## src/hw/rtl/sspan_pkg.sv

```systemverilog
package sspan_pkg;

  localparam int DataW  = 8;
  localparam int CoordW = 17;
  localparam int KindW  = 3;
  localparam int OutW   = 48;

  localparam logic [KindW-1:0] KIND_HEADER  = 3'd0;
  localparam logic [KindW-1:0] KIND_PIXEL   = 3'd1;
  localparam logic [KindW-1:0] KIND_ROW_END = 3'd2;
  localparam logic [KindW-1:0] KIND_IMG_END = 3'd3;
  localparam logic [KindW-1:0] KIND_BAD_SIG = 3'd4;
  localparam logic [KindW-1:0] KIND_BAD_SZ  = 3'd5;

  typedef struct packed {
    logic [KindW-1:0]  kind;
    logic [CoordW-1:0] row;
    logic [CoordW-1:0] col;
    logic [DataW-1:0]  pix;
  } result_t;

endpackage

```

## src/hw/rtl/sparse_span_image_decoder.sv

```systemverilog
// Channel  | Dir | Handshake         | Payload (lowest bits first)
// s_*      | in  | s_tvalid/s_tready | tdata: data_byte; tuser: first_of_file
// m_*      | out | m_tvalid/m_tready | tdata: row, column, pixel; tuser: kind
// cfg_*    | in  | cfg_we            | cfg_wdata: word_big_endian
//
// One input byte is taken per cycle while s_tready is high; each byte yields zero or one result item.
// A result is registered, into the output or the skid register, at the edge that accepts its byte.
// A two-entry output stage (output register plus skid register) keeps input
// flowing while a result waits; s_tready drops only while the skid is full.
// rst is synchronous: header phase, empty output stage, little-endian byte order.
module sparse_span_image_decoder import sspan_pkg::*; (
  input  logic              clk,
  input  logic              rst,
  input  logic              s_tvalid,
  output logic              s_tready,
  input  logic [DataW-1:0]  s_tdata,   // [7:0] data_byte
  input  logic [0:0]        s_tuser,   // [0] first_of_file
  output logic              m_tvalid,
  input  logic              m_tready,
  output logic [OutW-1:0]   m_tdata,   // [16:0] row_index, [33:17] column_index,
                                       // [41:34] pixel_value, [47:42] zero
  output logic [KindW-1:0]  m_tuser,   // [2:0] kind
  input  logic              cfg_we,
  input  logic              cfg_wdata  // word_big_endian
);

  logic    big_endian;
  logic    acc_in;
  logic    take_out;
  logic    res_valid;
  result_t res;
  logic    out_valid;
  result_t out_res;
  logic    skid_valid;
  result_t skid_res;

  // Byte order register; the user must write it only while the decoder is idle (not enforced here).
  always_ff @(posedge clk) begin
    if (rst) begin
      big_endian <= 1'b0;
    end else if (cfg_we) begin
      big_endian <= cfg_wdata;
    end
  end

  assign s_tready = !skid_valid;
  assign acc_in   = s_tvalid && s_tready;
  assign take_out = out_valid && m_tready;

  sspan_parse u_parse (
    .clk             (clk),
    .rst             (rst),
    .step            (acc_in),
    .data_byte       (s_tdata),
    .first_of_file   (s_tuser[0]),
    .word_big_endian (big_endian),
    .res_valid       (res_valid),
    .res             (res)
  );

  // Control of the output stage: advance the skid into the output register
  // when the output is taken, park a new result in the skid when a full output is not taken.
  always_ff @(posedge clk) begin
    if (rst) begin
      out_valid  <= 1'b0;
      skid_valid <= 1'b0;
    end else begin
      if (take_out) begin
        if (skid_valid) begin
          out_valid  <= 1'b1;
          skid_valid <= 1'b0;
        end else begin
          out_valid <= acc_in && res_valid;
        end
      end else if (acc_in && res_valid) begin
        if (out_valid) begin
          skid_valid <= 1'b1;
        end else begin
          out_valid <= 1'b1;
        end
      end
    end
  end

  // Payload registers: hold unless loaded.
  always_ff @(posedge clk) begin
    if (take_out) begin
      if (skid_valid) begin
        out_res <= skid_res;
      end else if (acc_in && res_valid) begin
        out_res <= res;
      end
    end else if (acc_in && res_valid) begin
      if (out_valid) begin
        skid_res <= res;
      end else begin
        out_res <= res;
      end
    end
  end

  assign m_tvalid = out_valid;
  assign m_tuser  = out_res.kind;
  assign m_tdata  = {{(OutW - 2 * CoordW - DataW){1'b0}}, out_res.pix, out_res.col,
                     out_res.row};

  a_skid_behind_out: assert property (@(posedge clk) disable iff (rst)
    skid_valid |-> out_valid)
    else $error("skid register holds an item while the output register is empty");

  a_skid_advance: assert property (@(posedge clk) disable iff (rst)
    (skid_valid && m_tready) |=> (out_valid && !skid_valid))
    else $error("skid item not advanced after output was taken");

  a_skid_park: assert property (@(posedge clk) disable iff (rst)
    (out_valid && !m_tready && acc_in && res_valid) |=> skid_valid)
    else $error("result lost while output stalled");

endmodule

```

## src/hw/rtl/sspan_parse.sv

```systemverilog
module sspan_parse import sspan_pkg::*; (
  input  logic             clk,
  input  logic             rst,
  input  logic             step,
  input  logic [DataW-1:0] data_byte,
  input  logic             first_of_file,
  input  logic             word_big_endian,
  output logic             res_valid,
  output result_t          res
);

  localparam logic [2:0] PH_HEADER = 3'd0;
  localparam logic [2:0] PH_TABLE  = 3'd1;
  localparam logic [2:0] PH_SKIP   = 3'd2;
  localparam logic [2:0] PH_RUN    = 3'd3;
  localparam logic [2:0] PH_PIXELS = 3'd4;
  localparam logic [2:0] PH_IDLE   = 3'd5;

  localparam logic [15:0] END_MARK    = 16'hFFFF;
  localparam logic [3:0]  HEADER_LAST = 4'd15;

  function automatic logic [7:0] sig_byte(input logic [1:0] idx);
    logic [7:0] v;
    unique case (idx)
      2'd0: v = 8'hAB;
      2'd1: v = 8'hCD;
      2'd2: v = 8'hEF;
      2'd3: v = 8'h01;
      default: v = 8'h00;
    endcase
    return v;
  endfunction

  logic [2:0]  phase, phase_next, e_phase;
  logic [3:0]  fcnt, fcnt_next, e_fcnt;
  logic [7:0]  pend, pend_next, e_pend;
  logic [15:0] left_x, left_x_next, e_left_x;
  logic [15:0] top_y, top_y_next, e_top_y;
  logic [15:0] right_x, right_x_next, e_right_x;
  logic [16:0] img_w, img_w_next, e_img_w;
  logic [16:0] img_h, img_h_next, e_img_h;
  logic [7:0]  fill, fill_next, e_fill;
  logic [18:0] tbl_left, tbl_left_next, e_tbl_left;
  logic [16:0] cur_row, cur_row_next, e_cur_row;
  logic [17:0] cursor_x, cursor_x_next, e_cursor_x;
  logic [15:0] skip_amt, skip_amt_next, e_skip_amt;
  logic [15:0] run_left, run_left_next, e_run_left;
  logic [17:0] write_x, write_x_next, e_write_x;
  logic        sig_bad, sig_bad_next, e_sig_bad;
  logic        size_bad, size_bad_next, e_size_bad;

  // A first byte of file restarts parsing before the byte is used.
  always_comb begin
    e_phase    = first_of_file ? PH_HEADER : phase;
    e_fcnt     = first_of_file ? '0 : fcnt;
    e_pend     = first_of_file ? '0 : pend;
    e_left_x   = first_of_file ? '0 : left_x;
    e_top_y    = first_of_file ? '0 : top_y;
    e_right_x  = first_of_file ? '0 : right_x;
    e_img_w    = first_of_file ? '0 : img_w;
    e_img_h    = first_of_file ? '0 : img_h;
    e_fill     = first_of_file ? '0 : fill;
    e_tbl_left = first_of_file ? '0 : tbl_left;
    e_cur_row  = first_of_file ? '0 : cur_row;
    e_cursor_x = first_of_file ? '0 : cursor_x;
    e_skip_amt = first_of_file ? '0 : skip_amt;
    e_run_left = first_of_file ? '0 : run_left;
    e_write_x  = first_of_file ? '0 : write_x;
    e_sig_bad  = first_of_file ? 1'b0 : sig_bad;
    e_size_bad = first_of_file ? 1'b0 : size_bad;
  end

  logic [15:0] word;
  logic [17:0] wsum;
  logic [17:0] hsum;
  logic        sz_bad;
  logic        sig_bad_now;
  logic [16:0] row_inc;
  logic        last_row;
  logic [17:0] wx_run;
  logic [17:0] cur_run;
  logic        hit;
  logic [15:0] run_dec;
  logic        end_row;

  always_comb begin
    word = word_big_endian ? {e_pend, data_byte} : {data_byte, e_pend};
    wsum = {2'b0, e_right_x} - {2'b0, e_left_x} + 18'd1;
    hsum = {2'b0, word} - {2'b0, e_top_y} + 18'd1;
    sz_bad = wsum[17] || (wsum == '0) || hsum[17] || (hsum == '0);
    sig_bad_now = e_sig_bad || (data_byte != sig_byte(e_fcnt[1:0]));
    row_inc = e_cur_row + 17'd1;
    last_row = row_inc >= e_img_h;
    wx_run = e_cursor_x + {2'b0, e_skip_amt};
    cur_run = wx_run + {2'b0, word};
    hit = e_write_x < {1'b0, e_img_w};
    run_dec = (e_run_left != '0) ? e_run_left - 16'd1 : e_run_left;
  end

  always_comb begin
    phase_next    = e_phase;
    fcnt_next     = e_fcnt;
    pend_next     = e_pend;
    left_x_next   = e_left_x;
    top_y_next    = e_top_y;
    right_x_next  = e_right_x;
    img_w_next    = e_img_w;
    img_h_next    = e_img_h;
    fill_next     = e_fill;
    tbl_left_next = e_tbl_left;
    cur_row_next  = e_cur_row;
    cursor_x_next = e_cursor_x;
    skip_amt_next = e_skip_amt;
    run_left_next = e_run_left;
    write_x_next  = e_write_x;
    sig_bad_next  = e_sig_bad;
    size_bad_next = e_size_bad;
    res_valid     = 1'b0;
    res           = '0;
    end_row       = 1'b0;

    unique case (e_phase)
      PH_HEADER: begin
        fcnt_next = e_fcnt + 4'd1;
        if (!e_fcnt[3]) begin
          if (!e_fcnt[0]) begin
            pend_next = data_byte;
          end else begin
            unique case (e_fcnt[2:1])
              2'd0: left_x_next = word;
              2'd1: top_y_next = word;
              2'd2: right_x_next = word;
              default: begin
                size_bad_next = sz_bad;
                img_w_next = sz_bad ? '0 : wsum[16:0];
                img_h_next = sz_bad ? '0 : hsum[16:0];
              end
            endcase
          end
        end else if (e_fcnt == 4'd8) begin
          fill_next = data_byte;
        end else if (e_fcnt[3:2] == 2'b11) begin
          sig_bad_next = sig_bad_now;
        end
        if (e_fcnt == HEADER_LAST) begin
          fcnt_next = '0;
          res_valid = 1'b1;
          if (sig_bad_now) begin
            phase_next = PH_IDLE;
            res.kind = KIND_BAD_SIG;
          end else if (e_size_bad) begin
            phase_next = PH_IDLE;
            res.kind = KIND_BAD_SZ;
          end else begin
            phase_next = PH_TABLE;
            tbl_left_next = {e_img_h, 2'b00};
            cur_row_next = '0;
            res.kind = KIND_HEADER;
            res.row = e_img_h;
            res.col = e_img_w;
            res.pix = e_fill;
          end
        end
      end
      PH_TABLE: begin
        if (e_tbl_left != '0) begin
          tbl_left_next = e_tbl_left - 19'd1;
        end
        if (tbl_left_next == '0) begin
          phase_next = PH_SKIP;
          fcnt_next = '0;
          cursor_x_next = '0;
        end
      end
      PH_SKIP: begin
        if (!e_fcnt[0]) begin
          pend_next = data_byte;
          fcnt_next = 4'd1;
        end else begin
          fcnt_next = '0;
          if (word == END_MARK) begin
            end_row = 1'b1;
          end else begin
            skip_amt_next = word;
            phase_next = PH_RUN;
          end
        end
      end
      PH_RUN: begin
        if (!e_fcnt[0]) begin
          pend_next = data_byte;
          fcnt_next = 4'd1;
        end else begin
          fcnt_next = '0;
          run_left_next = word;
          write_x_next = wx_run;
          cursor_x_next = cur_run;
          if (word == '0) begin
            if (cur_run > {1'b0, e_img_w}) begin
              end_row = 1'b1;
            end else begin
              phase_next = PH_SKIP;
            end
          end else begin
            phase_next = PH_PIXELS;
          end
        end
      end
      PH_PIXELS: begin
        if (hit) begin
          res_valid = 1'b1;
          res.kind = KIND_PIXEL;
          res.row = e_cur_row;
          res.col = e_write_x[16:0];
          res.pix = data_byte;
        end
        write_x_next = e_write_x + 18'd1;
        run_left_next = run_dec;
        if (run_dec == '0) begin
          // A row that overran the width ends only if this last byte was dropped.
          if (e_cursor_x > {1'b0, e_img_w} && !hit) begin
            end_row = 1'b1;
          end else begin
            phase_next = PH_SKIP;
            fcnt_next = '0;
          end
        end
      end
      default: begin
      end
    endcase

    if (end_row) begin
      cur_row_next = row_inc;
      fcnt_next = '0;
      cursor_x_next = '0;
      res_valid = 1'b1;
      res.row = e_cur_row;
      if (last_row) begin
        phase_next = PH_IDLE;
        res.kind = KIND_IMG_END;
      end else begin
        phase_next = PH_SKIP;
        res.kind = KIND_ROW_END;
      end
    end
  end

  always_ff @(posedge clk) begin
    if (rst) begin
      phase    <= PH_HEADER;
      fcnt     <= '0;
      pend     <= '0;
      left_x   <= '0;
      top_y    <= '0;
      right_x  <= '0;
      img_w    <= '0;
      img_h    <= '0;
      fill     <= '0;
      tbl_left <= '0;
      cur_row  <= '0;
      cursor_x <= '0;
      skip_amt <= '0;
      run_left <= '0;
      write_x  <= '0;
      sig_bad  <= 1'b0;
      size_bad <= 1'b0;
    end else if (step) begin
      phase    <= phase_next;
      fcnt     <= fcnt_next;
      pend     <= pend_next;
      left_x   <= left_x_next;
      top_y    <= top_y_next;
      right_x  <= right_x_next;
      img_w    <= img_w_next;
      img_h    <= img_h_next;
      fill     <= fill_next;
      tbl_left <= tbl_left_next;
      cur_row  <= cur_row_next;
      cursor_x <= cursor_x_next;
      skip_amt <= skip_amt_next;
      run_left <= run_left_next;
      write_x  <= write_x_next;
      sig_bad  <= sig_bad_next;
      size_bad <= size_bad_next;
    end
  end

  a_word_count: assert property (@(posedge clk) disable iff (rst)
    (phase == PH_SKIP || phase == PH_RUN) |-> fcnt <= 4'd1)
    else $error("word byte count out of range in segment phase");

  a_run_nonzero: assert property (@(posedge clk) disable iff (rst)
    (phase == PH_PIXELS) |-> run_left != '0)
    else $error("pixel phase with empty run");

  a_table_nonzero: assert property (@(posedge clk) disable iff (rst)
    (phase == PH_TABLE) |-> tbl_left != '0)
    else $error("row table phase with nothing left to skip");

endmodule

```

## config.mk

```make
export PLATFORM = sky130hd
export DESIGN_NAME = sparse_span_image_decoder
export DESIGN_NICKNAME = d
export VERILOG_FILES = /design/src/hw/rtl/sspan_pkg.sv /design/src/hw/rtl/sparse_span_image_decoder.sv /design/src/hw/rtl/sspan_parse.sv
export SDC_FILE = /design/constraint.sdc
export NUM_CORES = 1
export LEC_CHECK = 0
export ABC_CLOCK_PERIOD_IN_PS = 28800
export CAP_MARGIN = 25
export CORE_ASPECT_RATIO = 0.8
export CORE_MARGIN = 2
export CORE_UTILIZATION = 55
export DETAILED_ROUTE_END_ITERATION = 7
export DONT_BUFFER_PORTS = 1
export PLACE_DENSITY_LB_ADDON = 0.15
export SLEW_MARGIN = 10
export SYNTH_ARGS = -nofsm -noshare
export SYNTH_HDL_FRONTEND = slang
export SYNTH_HIERARCHICAL = 1
export SYNTH_SLANG_ARGS = --single-unit
```

## constraint.sdc

```tcl
create_clock -name clk -period 28.8 [get_ports clk]
set_input_delay 1.44 -clock clk [delete_from_list [all_inputs] [get_ports clk]]
set_output_delay 1.44 -clock clk [all_outputs]
set_load 0.02 [all_outputs]
```

==> key figures <==
Outcome
  – Status: finished clean

Timing
  – Worst-Margin Slew: 1.014 ns
  – Final Setup Violations: 0
  – Final worst-path cycle share: 29.07%
  – Fin Hold WS: 0.4430 ns
  – Setup TNS: 0 ns
  – Skew final: 0.03078 ns
  – Pins over their slew limit: 0
  – Relative slew margins: 32.33%
  – Max Fclk: 0.1194 GHz
  – Unrepaired setup endpoints after global routing: false
  – Final Hold Viols: 0
  – Fin crit period: 8.373 ns

CTS
  – H-Tree Depth: 2
  – Clock root buffer master: clkbuf_16
  – Hold-fix buffers at CTS: 0
  – CTS tree: built
  – Setup Buffers After CTS: 0
  – Worst-path clk slew: 0.06 ns
  – CTS Buf Count: 34
  – Post-CTS sizing: 0
  – Skew-Pair Late Insertion Delay: 0.54 ns
  – CTS Buffer Depth: 3
  – Clock sinks: 304

Cells and area
  – Ratio of cells with drive above 1 in the final layout: 7.223%
  – P&R area growth vs syn: 6.342%
  – Finished Layout Cells: 3070
  – Antenna cells: 0
  – Commonest cells after routing, fill and taps aside: nand2_1 (290), nor2_1 (290), dfxtp_1 (214)
  – # fillers: 3467
  – Nets: 2696

Place
  – Dpl cells: 3005
  – Number of port buffers: 0
  – Routability congestion estimate: 0.9556
  – DP HPWL: 50210 um

Global route
  – GRT Util Overall: 34.19%
  – Pin count of the biggest net entering global routing: 159
  – Number of antenna violations at the first check in global routing: 0
  – GRT overflow: 0
  – Global-route wire length before repair: 110000 um
  – Number of global-route vias before repair: 19170

Worst setup path
  – R2R setup slack: 20.89 ns
  – Startpoint class of the critical path: primary input
  – WP data required: 28.96 ns
  – Crit-path max FO: 154
  – Crit Path Class: primary input to flip-flop
  – Critical Path AT: 8.53 ns
  – CP peak stage delay: 0.53 ns
  – Most used cell along the critical path: ha_1
  – Crit. End Element: flip-flop
  – Crit-path slowest cell: buf_4

Pwr
  – Power Dens Cells: 45.47 nW/um2
  – Maximum VDD drop: 0.00004021 V
  – Pleak: 8.483 nW
  – Total power draw: 0.001036 W

Drt
  – Final antenna-violating net count: 0
  – Drt total wl: 70340 um
  – DRC viols: 0
  – Initial DRC Count: 2574
  – 1st-pass router iterations: 6
  – Drt wl/cell: 22.91 um
  – DR vias/cell: 6.649
  – Vias: 20410

Synthesis
  – Netlist cell types: 104
  – Syn avg cell area: 8.136 um2
  – Syn. warnings: 6
  – Mapped cell area: 21420 um2
  – Top FF cell, synth: dfxtp_1
  – Post-synth EDFFs: 90
  – Post-synthesis sequential area ratio: 32.61%
  – Fraction of registers with async set/reset: 0%
  – Seq cells post-synth: 304
  – Post-Syn Instances: 2633

Die
  – Core Region: 38360 um2
  – Rows: 64
  – I/O Pins: 68
  – Die area: 40560 um2
  – Die X-Extent: 224.7 um
  – Initial Util: 55.85%
  – Die height: 180.5 um

Worst hold path
  – Min-Delay Path Class: flip-flop to flip-flop

Job
  – Max Cap Viol: 0
cell families after synthesis:
group / share of synthesized area [%]
XOR/XNOR: 4.620
AO/OA/AOI/OAI: 24.19
buffers and inverters: 4.474
other: 0.01750
flip-flops: 32.61
AND/OR/NAND/NOR: 22.71
adder cells (fa/ha/maj): 8.042
multiplexers: 3.335
cells in the mapped netlist, drive strengths merged, types with 14 or more instances:
library cell	number	share of area (%)
nand4	26	0.83
nor4	20	0.61
xor2	41	1.7
edfxtp	90	13
nand2b	19	0.55
nor2b	77	2.2
nor3	75	1.9
a21o	39	1.4
nand2	290	5.1
inv	64	1.1
a211oi	29	1.0
and3	30	0.88
xnor2	72	2.9
clkbuf	123	2.3
a22oi	114	4.0
o21ai	185	4.3
mux2i	14	0.65
buf	42	0.99
o211ai	16	0.56
o21a	22	0.77
mux2	50	2.7
a31oi	47	1.4
nand3	85	2.1
a22o	41	1.7
nor2	293	5.2
or3	18	0.53
dfxtp	214	20
a21oi	137	3.2
ha	128	7.5
metal layers:
| metal | wire length, um | track usage (%) |
|---|---|---|
| met1 | 30070 | 47.13 |
| met2 | 30960 | 53.31 |
| met3 | 6231 | 5.674 |
| met4 | 3074 | 13.85 |
| met5 | 0 | 0 |
sequential cells by signal, indices dropped and copies added (netlist names), 3 cells and up:
name	flops
m_tdata	42
m_tuser	3
skid_res	45
u_parse/cur_row	17
u_parse/cursor_x	18
u_parse/fcnt	4
u_parse/fill	8
u_parse/img_h	17
u_parse/img_w	17
u_parse/left_x	16
u_parse/pend	8
u_parse/phase	3
u_parse/right_x	16
u_parse/run_left	16
u_parse/skip_amt	16
u_parse/tbl_left	19
u_parse/top_y	16
u_parse/write_x	18
layout make-up:
class	instances	area, um2	share of cell area (%)
repair buffers	41	312.8	1.373
flip-flops and latches	304	6987	30.67
well taps	495	619.3	2.719
clock buffers	45	953.4	4.185
inverters	65	246.5	1.082
multi-input cells	2104	13540	59.45
clock inverters	16	118.9	0.5217
through the flow:
stage          instance area, um2  utilization [%]  setup slack, ns
5_1_grt                     22780            59.39            20.07
6_report                    22780            59.39            20.43
3_5_place_dp                21670            56.51            20.08
3_3_place_gp                21670            56.49            20.29
2_1_floorplan               21440                -            15.92
4_1_cts                     22750            59.30            20.60
path summary, 6_finish.rpt:
path              cells past startpoint                    to                  from
hold reg to reg                       2  u_parse/cursor_x[11]  u_parse/cursor_x[11]
hold / removal                        2  u_parse/cursor_x[11]  u_parse/cursor_x[11]
setup / recovery                     31           m_tdata[26]               s_tuser
setup reg to reg                     31           m_tdata[26]   u_parse/cursor_x[1]
report_power, final:
| part | switching (W) | internal [W] |
|---|---|---|
| Combinational | 0.000102 | 0.0000535 |
| Sequential | 0.00000789 | 0.000444 |
| Clock | 0.000185 | 0.000243 |
worst max-delay path, delay by kind of cell:
kind                       cells  cell delay, ns
xor gates and xnor gates       2            0.28
buffers and inverters          1            0.53
AOI/OAI and AO/OA             13            2.77
adders and majority gates      7            2.14
and+or+nand+nor                8            1.29
No activity file was read; power rests on OpenSTA's default activity.
